==> config.mk <==
export PLATFORM = sky130hd
export DESIGN_NAME = setf_div
export DESIGN_NICKNAME = d
export VERILOG_FILES = /design/src/design/scanline_edge_table_fill_defines.svh /design/src/design/setf_pkg.sv /design/src/design/setf_div.sv
export SDC_FILE = /design/constraint.sdc
export NUM_CORES = 1
export LEC_CHECK = 0
export ABC_AREA = 1
export BUFFER_PORTS_ARGS = -buffer_cell sky130_fd_sc_hd__buf_2
export CAP_MARGIN = 15
export CORE_ASPECT_RATIO = 1.75
export CORE_MARGIN = 8
export CORE_UTILIZATION = 50
export CTS_BUF_LIST = sky130_fd_sc_hd__clkbuf_4 sky130_fd_sc_hd__clkbuf_8
export DETAILED_ROUTE_END_ITERATION = 12
export PLACE_DENSITY_LB_ADDON = 0.3
export RECOVER_POWER = 25
export SETUP_SLACK_MARGIN = 0.5
export SYNTH_ARGS = -nofsm -noshare
export SYNTH_HDL_FRONTEND = slang
export SYNTH_SLANG_ARGS = --single-unit
==> constraint.sdc <==
create_clock -name clk -period 1.8 [get_ports clk]
set_input_delay 0 -clock clk [delete_from_list [all_inputs] [get_ports clk]]
set_output_delay 0 -clock clk [all_outputs]
set_load 0.02 [all_outputs]
==> src/design/scanline_edge_table_fill_defines.svh <==
// Assertion macros shared by the scanline edge table fill design.
`ifndef SCANLINE_EDGE_TABLE_FILL_DEFINES_SVH
`define SCANLINE_EDGE_TABLE_FILL_DEFINES_SVH

// Same-cycle implication, checked on clk and held off during rst.
`define SETF_AST_IMP(lbl, ante, cons, msg) \
  lbl: assert property (@(posedge clk) disable iff (rst) (ante) |-> (cons)) \
    else $error(msg);

// Next-cycle implication, checked on clk and held off during rst.
`define SETF_AST_NXT(lbl, ante, cons, msg) \
  lbl: assert property (@(posedge clk) disable iff (rst) (ante) |=> (cons)) \
    else $error(msg);

`endif

==> src/design/setf_pkg.sv <==
// Shared constants, widths, codes and types for the scanline edge table fill.
package setf_pkg;

  // Screen and fixed-point format.
  localparam int SCREEN_SIZE = 512;
  localparam int FRAC_BITS   = 16;
  localparam int COORD_W     = 9;
  localparam int ROW_W       = $clog2(SCREEN_SIZE);
  localparam int LEFT_W      = 10;
  localparam int RIGHT_W     = 9;
  localparam int CMD_W       = 2;

  // Running x and slope magnitude, and the widths used to compare against entries.
  localparam int XF_W      = COORD_W + FRAC_BITS;
  localparam int LCMP_W    = LEFT_W + FRAC_BITS;
  localparam int RCMP_W    = RIGHT_W + FRAC_BITS;
  localparam int DIV_CNT_W = $clog2(XF_W + 1);

  // Stream payload widths.
  localparam int IN_BITS   = 5 * COORD_W;
  localparam int S_TDATA_W = ((IN_BITS + 7) / 8) * 8;
  localparam int OUT_BITS  = COORD_W + LEFT_W + RIGHT_W + 1;
  localparam int M_TDATA_W = ((OUT_BITS + 7) / 8) * 8;

  // Command codes carried in s_tuser.
  typedef enum logic [CMD_W-1:0] {
    CMD_CLEAR = 2'd0,
    CMD_EDGE  = 2'd1,
    CMD_READ  = 2'd2
  } cmd_t;

  // Sequencer states.
  typedef enum logic [2:0] {
    ST_CLEAR,
    ST_IDLE,
    ST_DIV,
    ST_WALK,
    ST_DRAIN,
    ST_READ,
    ST_RDCAP,
    ST_EMIT
  } st_t;

  // Write request into the edge tables.
  typedef struct packed {
    logic              en_left;
    logic              en_right;
    logic [ROW_W-1:0]  addr;
    logic [LEFT_W-1:0] left;
    logic [RIGHT_W-1:0] right;
  } tbl_wr_t;

endpackage

==> src/design/setf_div.sv <==
// Restoring divider that produces one quotient bit per cycle for the edge slope.
module setf_div (
  input  logic                        clk,
  input  logic                        rst,
  input  logic                        start,
  input  logic [setf_pkg::XF_W-1:0]   dividend,
  input  logic [setf_pkg::COORD_W-1:0] divisor,
  output logic                        done,
  output logic [setf_pkg::XF_W-1:0]   quotient
);
  import setf_pkg::*;

  logic                 busy;
  logic [DIV_CNT_W-1:0] cnt;
  logic [COORD_W:0]     rem;
  logic [XF_W-1:0]      quo;
  logic [COORD_W-1:0]   dvs;
  logic [COORD_W:0]     rem_sh;
  logic [COORD_W+1:0]   diff;
  logic                 fit;

  // Shift in the next dividend bit and try to subtract the divisor.
  always_comb begin
    rem_sh = {rem[COORD_W-1:0], quo[XF_W-1]};
    diff   = {1'b0, rem_sh} - {2'b00, dvs};
    fit    = ~diff[COORD_W+1];
  end

  // Step counter and completion pulse.
  always_ff @(posedge clk) begin
    if (rst) begin
      busy <= 1'b0;
      done <= 1'b0;
      cnt  <= '0;
    end else begin
      done <= 1'b0;
      if (start) begin
        busy <= 1'b1;
        cnt  <= '0;
      end else if (busy) begin
        cnt <= cnt + 1'b1;
        if (cnt == DIV_CNT_W'(XF_W - 1)) begin
          busy <= 1'b0;
          done <= 1'b1;
        end
      end
    end
  end

  // Remainder and quotient shift register.
  always_ff @(posedge clk) begin
    if (start) begin
      rem <= '0;
      quo <= dividend;
      dvs <= divisor;
    end else if (busy) begin
      rem <= fit ? diff[COORD_W:0] : rem_sh;
      quo <= {quo[XF_W-2:0], fit};
    end
  end

  assign quotient = quo;

endmodule

# == After elaboration in Yosys (flattened, before gate mapping) ==
# Index checks and enable logic that the tools add are counted.
# totals
in_bits,37
register_bits,50
# classes
eq_ne,1
bitwise_logic,2
reduce_logical,3
add_sub_neg,2
muxes,7
# op_table
cell,count
$mux 25,2
$sub 10x9->11,1
$mux 9,1
$add 5x1->5 const B,1
$eq 5x5->1 const B,1
$mux 1,4
$reduce_or 3->1,1
$not 1->1,2
$reduce_bool 2->1,1
$reduce_or 2->1,1

# == Logic depth before layout (Yosys ltp) ==
# Gate-level depths: netlist (run 1).
# depth
ltp_word,4
depth_mapped,12
ltp_nobuf,12

# == Worst setup path after synthesis (run 1) ==
# No wires, ideal clock.
# synth_path
path_kind,reg-to-reg
start,"register quo[24], in the netlist quotient[24]"
end,"register quo[0], in the netlist quotient[0] (data pin)"
period_less_slack_ps,1936
t_arrival_ps,1683
t_required_ps,1547
setup_slack_ps,-136
stages_incl_launch_ff,10
setup_ps,253
cell_sequence,edfxtp_1 inv_1 ha_1 inv_1 fa_1 nand3_4 nand3_2 buf_6 nand2_1 nand2_1
# synth_via
elab_chain_cells,4
# synth_rtl
item,line,rtl
from (decl),setf_div.sv:16,logic [XF_W-1:0] quo;
from (signal assigned),setf_div.sv:54,quo <= dividend;
from (signal assigned),setf_div.sv:58,"quo <= {quo[XF_W-2:0], fit};"
$sub 10x9->11,setf_div.sv:25,"diff = {1'b0, rem_sh} - {2'b00, dvs};"
$not 1->1,setf_div.sv:26,fit = ~diff[COORD_W+1];
$mux 25,setf_div.sv:56,end else if (busy) begin
$mux 25,setf_div.sv:52,if (start) begin
# Every way passes these cells. The select of a mux whose other input is x is not followed.
# A chain may end at the register's enable or synchronous reset.

# == Worst setup path after layout (run 1) ==
# layout_path
start,"register quo[24], in the netlist quotient[24]"
end,register rem[4]
# layout_via
elab_chain_cells,2
# layout_rtl
item,line,rtl
$sub 10x9->11,setf_div.sv:25,
$mux 9,setf_div.sv:57,rem <= fit ? diff[COORD_W:0] : rem_sh;
to (signal assigned),setf_div.sv:57,
to (decl),setf_div.sv:15,logic [COORD_W:0] rem;
# Every way passes these cells.

==> results.py, run 1 <==
metrics = {
    "outcome": {
        "status": "complete, no violations",
    },
    "routing": {
        "drtAntennaViolNets": 0,
        "firstDrtPassIters": 4,
        "routed_wl_um": 7360,
        "wl_per_cell_um": 15.2,
        "vias_per_cell": 5.14,
        "drc_errors": 0,
        "initialDrtViolationCount": 122,
        "num_vias": 2491,
    },
    "cts": {
        "ctsLongestPathBuffers": 2,
        "numCtsBuffers": 5,
        "cts_sinks": 50,
        "clock_latency_ns": 0.29,
        "cts_tree": "yes",
        "cts.reportedPaths.clkPinSlew_ns": 0.09,
        "htreeDepth": 2,
        "root_buffer": "clkbuf_8",
    },
    "die": {
        "dieHeight_um": 111,
        "die_w_um": 70.6,
        "std_cell_rows": 35,
        "die_area_sq_mm": 0.00787,
        "ios": 63,
        "start_util_pct": 50.4,
        "core-area_sq_mm": 0.00517,
    },
    "timing": {
        "skew_ns": 0.00559,
        "whs_ns": 0.0635,
        "setup_viol_count_final": 0,
        "rsz0062_at_grt": "yes",
        "fin_crit_ns": 1.75,
        "hold_viol_final": 0,
        "slew_headroom_pct": 74.0,
        "slew_violations": 0,
        "worst_pin_slew_ns": 0.389,
        "period_share_pct": 97.4,
        "max_freq_mhz": 570,
    },
    "power_and_ir_drop": {
        "ir_worst_vdd_mv": 0.788,
        "power_density_mw_per_mm2": 732,
        "leakage_nw": 1.85,
    },
    "synth": {
        "async_reset_ff_share_pct": 0,
        "synth_area_sq_mm": 0.00260,
        "synth_compound_area_share_pct": 3.55,
        "synthCells": 312,
        "ys_ff_latch": 50,
        "synth-edff-count": 34,
        "synthAdderAreaFrac_pct": 6.05,
        "post_synth.cell_area_avg_sq_um": 8.35,
        "post_synth_mux_area_share_pct": 0,
        "ys_warn_count": 0,
        "synth_top_family_by_area": "simple AND/OR/NAND/NOR gates",
        "synth_simple_gate_area_share_pct": 29.8,
        "yosysUniqueCellTypes": 35,
        "yosys_most_used_dff": "edfxtp_1",
        "synth-xor-area-share_pct": 1.01,
        "synth_nets": 361,
        "yosysSeqAreaShare_pct": 51.5,
    },
    "setup_path": {
        "worstPathRequired_ns": 1.99,
        "end_kind": "register",
        "cp_slowest_cell": "edfxtp_1",
        "critPathTopFamily": "adder cells",
        "critPathMaxFanout": 3,
        "startpoint_type": "register",
        "worst-endpoint-arrival_ns": 1.95,
        "slowest_delay_ns": 0.41,
        "cp_num_buf_inv": 2,
        "cp_cell_sequence": "inv_2 > ha_4 > inv_4 > fa_2 > nand2_1 > nand2_2 > nand2_2 > xor2_1 > nand2_1 > nand3_1 > o21ai_1",
        "worstSetupPathType": "register to register",
    },
    "finish": {
        "fillers": 337,
        "fin_cells": 485,
        "diodes": 0,
        "postLayoutCellArea_sq_mm": 0.00375,
        "syn_to_final_growth_pct": 44.0,
        "nets": 478,
        "drive_gt1_share_pct": 29.1,
    },
    "global_route": {
        "gr-usage-all-layers_pct": 18.5,
        "antenna_found_initial": 0,
        "grt_pass1_wl_um": 11900,
        "grt_max_degree": 27,
        "grt.overflow.total": 0,
        "grt_pass1_vias": 2575,
    },
    "placed_design": {
        "hpwl_um": 4760,
        "placed_cells": 432,
        "gp_congestion": 0.885,
        "placed_cell_area_sq_mm": 0.00305,
        "port_buffers": 62,
    },
    "run": {
        "cap_violations": 0,
    },
    "hold_path": {
        "hp-class": "input pin to register",
    },
}
## Yosys cell counts, drive strengths merged (2+ instances only)
| master | n | area share (%) |
|---|---|---|
| a21oi | 5 | 1.4 |
| buf | 4 | 0.91 |
| clkbuf | 2 | 0.29 |
| dfxtp | 16 | 12 |
| edfxtp | 34 | 39 |
| ha | 11 | 5.3 |
| inv | 47 | 6.8 |
| nand2 | 131 | 19 |
| nand3 | 21 | 4.7 |
| nand4 | 10 | 2.4 |
| nor2 | 11 | 2.0 |
| nor3 | 3 | 0.58 |
| o21ai | 4 | 0.77 |
| xor2 | 2 | 0.67 |
## worst paths after layout
check / from / to / slack [ns] / cells after the start
worst min register to register: rem[1] / rem[1] / 0.48 / 2
worst max register to register: quotient[24] / rem[4] / 0.05 / 11
worst max-delay path: quotient[24] / rem[4] / 0.05 / 11
worst min-delay path: start / dvs[7] / 0.06 / 1
## cell type report
type / count / area, sq um / share of cell area, %
clock buffer: 8 / 110 / 2.93
inverter: 48 / 186 / 4.97
multi-input combinational: 209 / 1210 / 32.2
sequential: 50 / 1340 / 35.8
tap: 55 / 68.8 / 1.83
timing repair buffer: 115 / 836 / 22.3
## routing by layer
metal | vias to the layer above | routed length [um] | GRT usage (%) | part of all wire (%)
li1 | 1235 | - | - | -
met1 | 1133 | 2600 | 17.4 | 35
met2 | 100 | 3970 | 35.3 | 54
met3 | 23 | 511 | 4.95 | 6.9
met4 | 0 | 285 | 8.81 | 3.9
met5 | - | 0 | 0 | 0
## where the power goes
part | internal, W | total (W) | leakage (nW) | switching (W)
logic | 0.000267 | 0.000615 | 1.32 | 0.000348
clock network | 0.000389 | 0.000752 | 0.0575 | 0.000363
registers | 0.00133 | 0.00138 | 0.475 | 0.0000512
total | 0.00198 | 0.00275 | 1.85 | 0.000762
## registers in the layout, indices dropped and copies added, names as in the netlist
register	count
busy	1
dvs	9
cnt	5
done	1
quotient	25
rem	9
## timing repair
action / CTS / global route
hold endpoints to repair: 35 / 0
gates resized for setup: 22 / 12
gates cloned: 1 / 0
pin swaps: 17 / 8
endpoints found under the setup margin: 10 / 10
hold buffers: 35 / 0
buffers inserted: 6 / 3
## kinds of logic after synthesis
logic type | count (synthesis)
AOI/OAI and AO/OA | 14
xor gates and xnor gates | 3
adders and majority gates | 12
buffers and inverters | 54
DFF | 50
and+or+nand+nor | 179
## metrics by stage
| stage | TNS (ns) | total power, W | worst slack [ns] | utilization, % |
|---|---|---|---|---|
| after floorplan | -0.0786 | 0.00170 | -0.0547 | - |
| after global placement | 0 | 0.00187 | 0.0574 | 59.0 |
| after detailed placement | -0.0412 | 0.00187 | -0.0251 | 59.0 |
| after CTS | 0 | 0.00272 | 0.0954 | 71.5 |
| after global routing | -0.220 | 0.00286 | -0.0745 | 72.6 |
| final | 0 | 0.00275 | 0.0470 | 72.6 |
## cell usage in the layout, fill, tap and decap left out, types with 2 or more instances in the layout
master | netlist | final
nor2_4 | 1 | 2
ha_1 | 11 | 5
buf_6 | 1 | 4
o21ai_1 | 1 | 4
dfxtp_2 | 0 | 2
buf_4 | 0 | 12
inv_1 | 47 | 40
inv_2 | 0 | 5
nor3_1 | 3 | 3
dlygate4sd3_1 | 0 | 35
nor2_2 | 1 | 2
clkbuf_8 | 0 | 8
xor2_1 | 2 | 2
dfxtp_1 | 16 | 14
edfxtp_1 | 34 | 34
nand2_1 | 129 | 124
nor2_1 | 9 | 7
buf_12 | 0 | 2
nand2_2 | 1 | 5
ha_4 | 0 | 6
nand4_1 | 10 | 10
nand2_4 | 1 | 2
nand3_4 | 1 | 3
nand3_2 | 1 | 5
buf_2 | 1 | 62
nand3_1 | 19 | 14
a21oi_1 | 4 | 4
No activity file was read; power rests on OpenSTA's default activity.
==> run 2: changes to the inputs <==
--- a/config.mk
+++ b/config.mk
@@ -10,9 +10,10 @@
 export CAP_MARGIN = 15
 export CORE_ASPECT_RATIO = 1.75
 export CORE_MARGIN = 8
-export CORE_UTILIZATION = 50
+export CORE_UTILIZATION = 55
 export CTS_BUF_LIST = sky130_fd_sc_hd__clkbuf_4 sky130_fd_sc_hd__clkbuf_8
 export DETAILED_ROUTE_END_ITERATION = 12
+export HOLD_SLACK_MARGIN = 0.1
 export PLACE_DENSITY_LB_ADDON = 0.3
 export RECOVER_POWER = 25
 export SETUP_SLACK_MARGIN = 0.5
==> constraint.sdc (replaced) <==
create_clock -name clk -period 1.7 [get_ports clk]
set_input_delay 0 -clock clk [delete_from_list [all_inputs] [get_ports clk]]
set_output_delay 0 -clock clk [all_outputs]
set_load 0.02 [all_outputs]
==> run 2 against run 1 <==
  * The run now ends with negative setup slack left
  * Sequential share of layout area rose by 0.15 points
  * Global-route usage rose by 7.6 points
  * Maximum frequency fell by 3.7%
  * Critical path depth did not move
  * Sequential cell count did not move
  * Total power rose by 11%
  * Die area fell by 7.4%
  * Routed wire length rose by 31%
  * Non-clock buffer count rose by 6
  * Critical path type unchanged
==> results.py, run 2 (synthesis gave the netlist of run 1 again) <==
metrics = {
    "cts": {
        "ctsLongestPathBuffers": 2,
        "cts_sinks": 50,
        "root_buffer": "clkbuf_8",
        "cts.reportedPaths.clkPinSlew_ns": 0.10,
        "htreeDepth": 2,
        "clock_latency_ns": 0.31,
        "numCtsBuffers": 5,
        "cts_tree": "yes",
    },
    "outcome": {
        "status": "finished, violations left",
        "violations": "negative setup slack",
    },
    "timing": {
        "setup_viol_count_final": 9,
        "slew_violations": 0,
        "skew_ns": 0.00900,
        "period_share_pct": 107,
        "whs_ns": 0.156,
        "slew_headroom_pct": 69.8,
        "max_freq_mhz": 549,
        "rsz0062_at_grt": "yes",
        "worst_pin_slew_ns": 0.449,
        "hold_viol_final": 0,
        "layout_setup_ws_ns": -0.121,
        "fin_crit_ns": 1.82,
    },
    "global_route": {
        "grt_pass1_vias": 2980,
        "gr-usage-all-layers_pct": 26.2,
        "grt_pass1_wl_um": 14500,
        "grt.overflow.total": 0,
        "antenna_found_initial": 0,
        "grt_max_degree": 27,
    },
    "setup_path": {
        "slowest_delay_ns": 0.43,
        "critPathMaxFanout": 3,
        "worstSetupPathType": "register to register",
        "cp_cell_sequence": "inv_2 > ha_4 > inv_2 > fa_2 > nand2_2 > nand2_4 > nand2_2 > xor2_1 > nand2_1 > nand3_1 > o21ai_1",
        "end_kind": "register",
        "worstPathRequired_ns": 1.91,
        "r2r-start": "quotient[24]",
        "reg2reg_slack_ns": -0.12,
        "cp_slowest_cell": "edfxtp_1",
        "worst-endpoint-arrival_ns": 2.04,
        "startpoint_type": "register",
        "reg2reg_depth": 11,
        "timing.rr.end": "rem[4]",
    },
    "power_and_ir_drop": {
        "power_density_mw_per_mm2": 813,
        "leakage_nw": 1.87,
        "totalPowerFinal_w": 0.00305,
        "ir_worst_vdd_mv": 1.10,
    },
    "routing": {
        "vias_per_cell": 5.70,
        "num_vias": 2778,
        "initialDrtViolationCount": 244,
        "wl_per_cell_um": 19.8,
        "drc_errors": 0,
        "firstDrtPassIters": 6,
        "routed_wl_um": 9660,
        "drtAntennaViolNets": 0,
    },
    "die": {
        "die_area_sq_mm": 0.00728,
        "dieHeight_um": 107,
        "core-area_sq_mm": 0.00462,
        "ios": 63,
        "die_w_um": 68.0,
        "std_cell_rows": 33,
        "start_util_pct": 56.3,
    },
    "finish": {
        "final_util_pct": 81.3,
        "fillers": 251,
        "diodes": 0,
        "nets": 483,
        "drive_gt1_share_pct": 30.1,
        "largest_reg_flops": 25,
        "layout_commonest_cell": "nand2_1",
        "postLayoutCellArea_sq_mm": 0.00376,
        "syn_to_final_growth_pct": 44.2,
        "layout_common_cells": "121 x nand2_1, 62 x buf_2, 41 x inv_1",
    },
    "placed_design": {
        "port_buffers": 62,
        "hpwl_um": 4800,
        "gp_congestion": 0.878,
        "placed_cell_area_sq_mm": 0.00311,
    },
    "hold_path": {
        "whs_endpoint": "quotient[0]",
        "hold-path-cell-count": 3,
        "hp-class": "input pin to register",
        "hp-start": "start",
    },
    "run": {
        "cap_violations": 0,
    },
}
[run 2: worst max path at each step]
stage          depth (start not counted)    startpoint          end  slack [ns]
2_1_floorplan                          9  quotient[24]  quotient[0]       -0.15
3_3_place_gp                          11  quotient[24]       rem[4]       -0.03
3_5_place_dp                          11  quotient[24]       rem[4]       -0.12
4_1_cts                               11  quotient[24]       rem[4]     -0.0007
5_1_grt                               12  quotient[24]       rem[8]       -0.19
6_report                              11  quotient[24]       rem[4]       -0.12
[run 2: worst max-delay path, delay by kind of cell, from the launching register on]
| family | cells | cell delay [ns] |
|---|---|---|
| AO/OA/AOI/OAI | 1 | 0.06 |
| XOR/XNOR | 1 | 0.16 |
| adder cells (fa/ha/maj) | 2 | 0.52 |
| buffers and inverters | 2 | 0.15 |
| flip-flops | 1 | 0.43 |
| AND/OR/NAND/NOR | 5 | 0.40 |
[run 2: final cells by class]
cell class              instances  area (sq um)  area share, %
inverters                      48           184           4.90
repair buffers                121           878           23.4
clock inverters                 1          30.0          0.799
clock buffers                   7          83.8           2.23
multi-input cells             208          1160           31.0
flip-flops and latches         50          1350           36.0
well taps                      52          65.1           1.73
[run 2: stage by stage]
step	TNS, ns	setup WS, ns	instances
after floorplan	-0.750	-0.155	312
after global placement	-0.0566	-0.0342	438
after detailed placement	-0.518	-0.120	438
after CTS	-0.000748	-0.000748	485
after global routing	-1.33	-0.187	487
final	-0.604	-0.121	487
[run 2: where the power goes]
group          total, W  switching (W)  leakage, nW  internal (W)
clock network  0.000895       0.000422       0.0593      0.000473
logic          0.000687       0.000402         1.33      0.000285
registers       0.00147      0.0000663        0.477       0.00141
[run 2: layer usage]
layer  up-vias  GRT usage, %  part of all wire (%)
met5         -             0                     0
met4         0          15.6                   6.4
met3        56          5.43                   8.1
met2       198          46.1                    53
met1      1283          26.7                    33
li1       1241             -                     -
[run 2: what timing repair did]
item / 4_1_cts / 5_1_grt
gates resized for setup: 21 / 16
pin swaps: 11 / 8
hold buffers: 36 / 0
setup endpoints to repair: 10 / 35
hold endpoints to repair: 41 / 0
setup buffers: 3 / 2
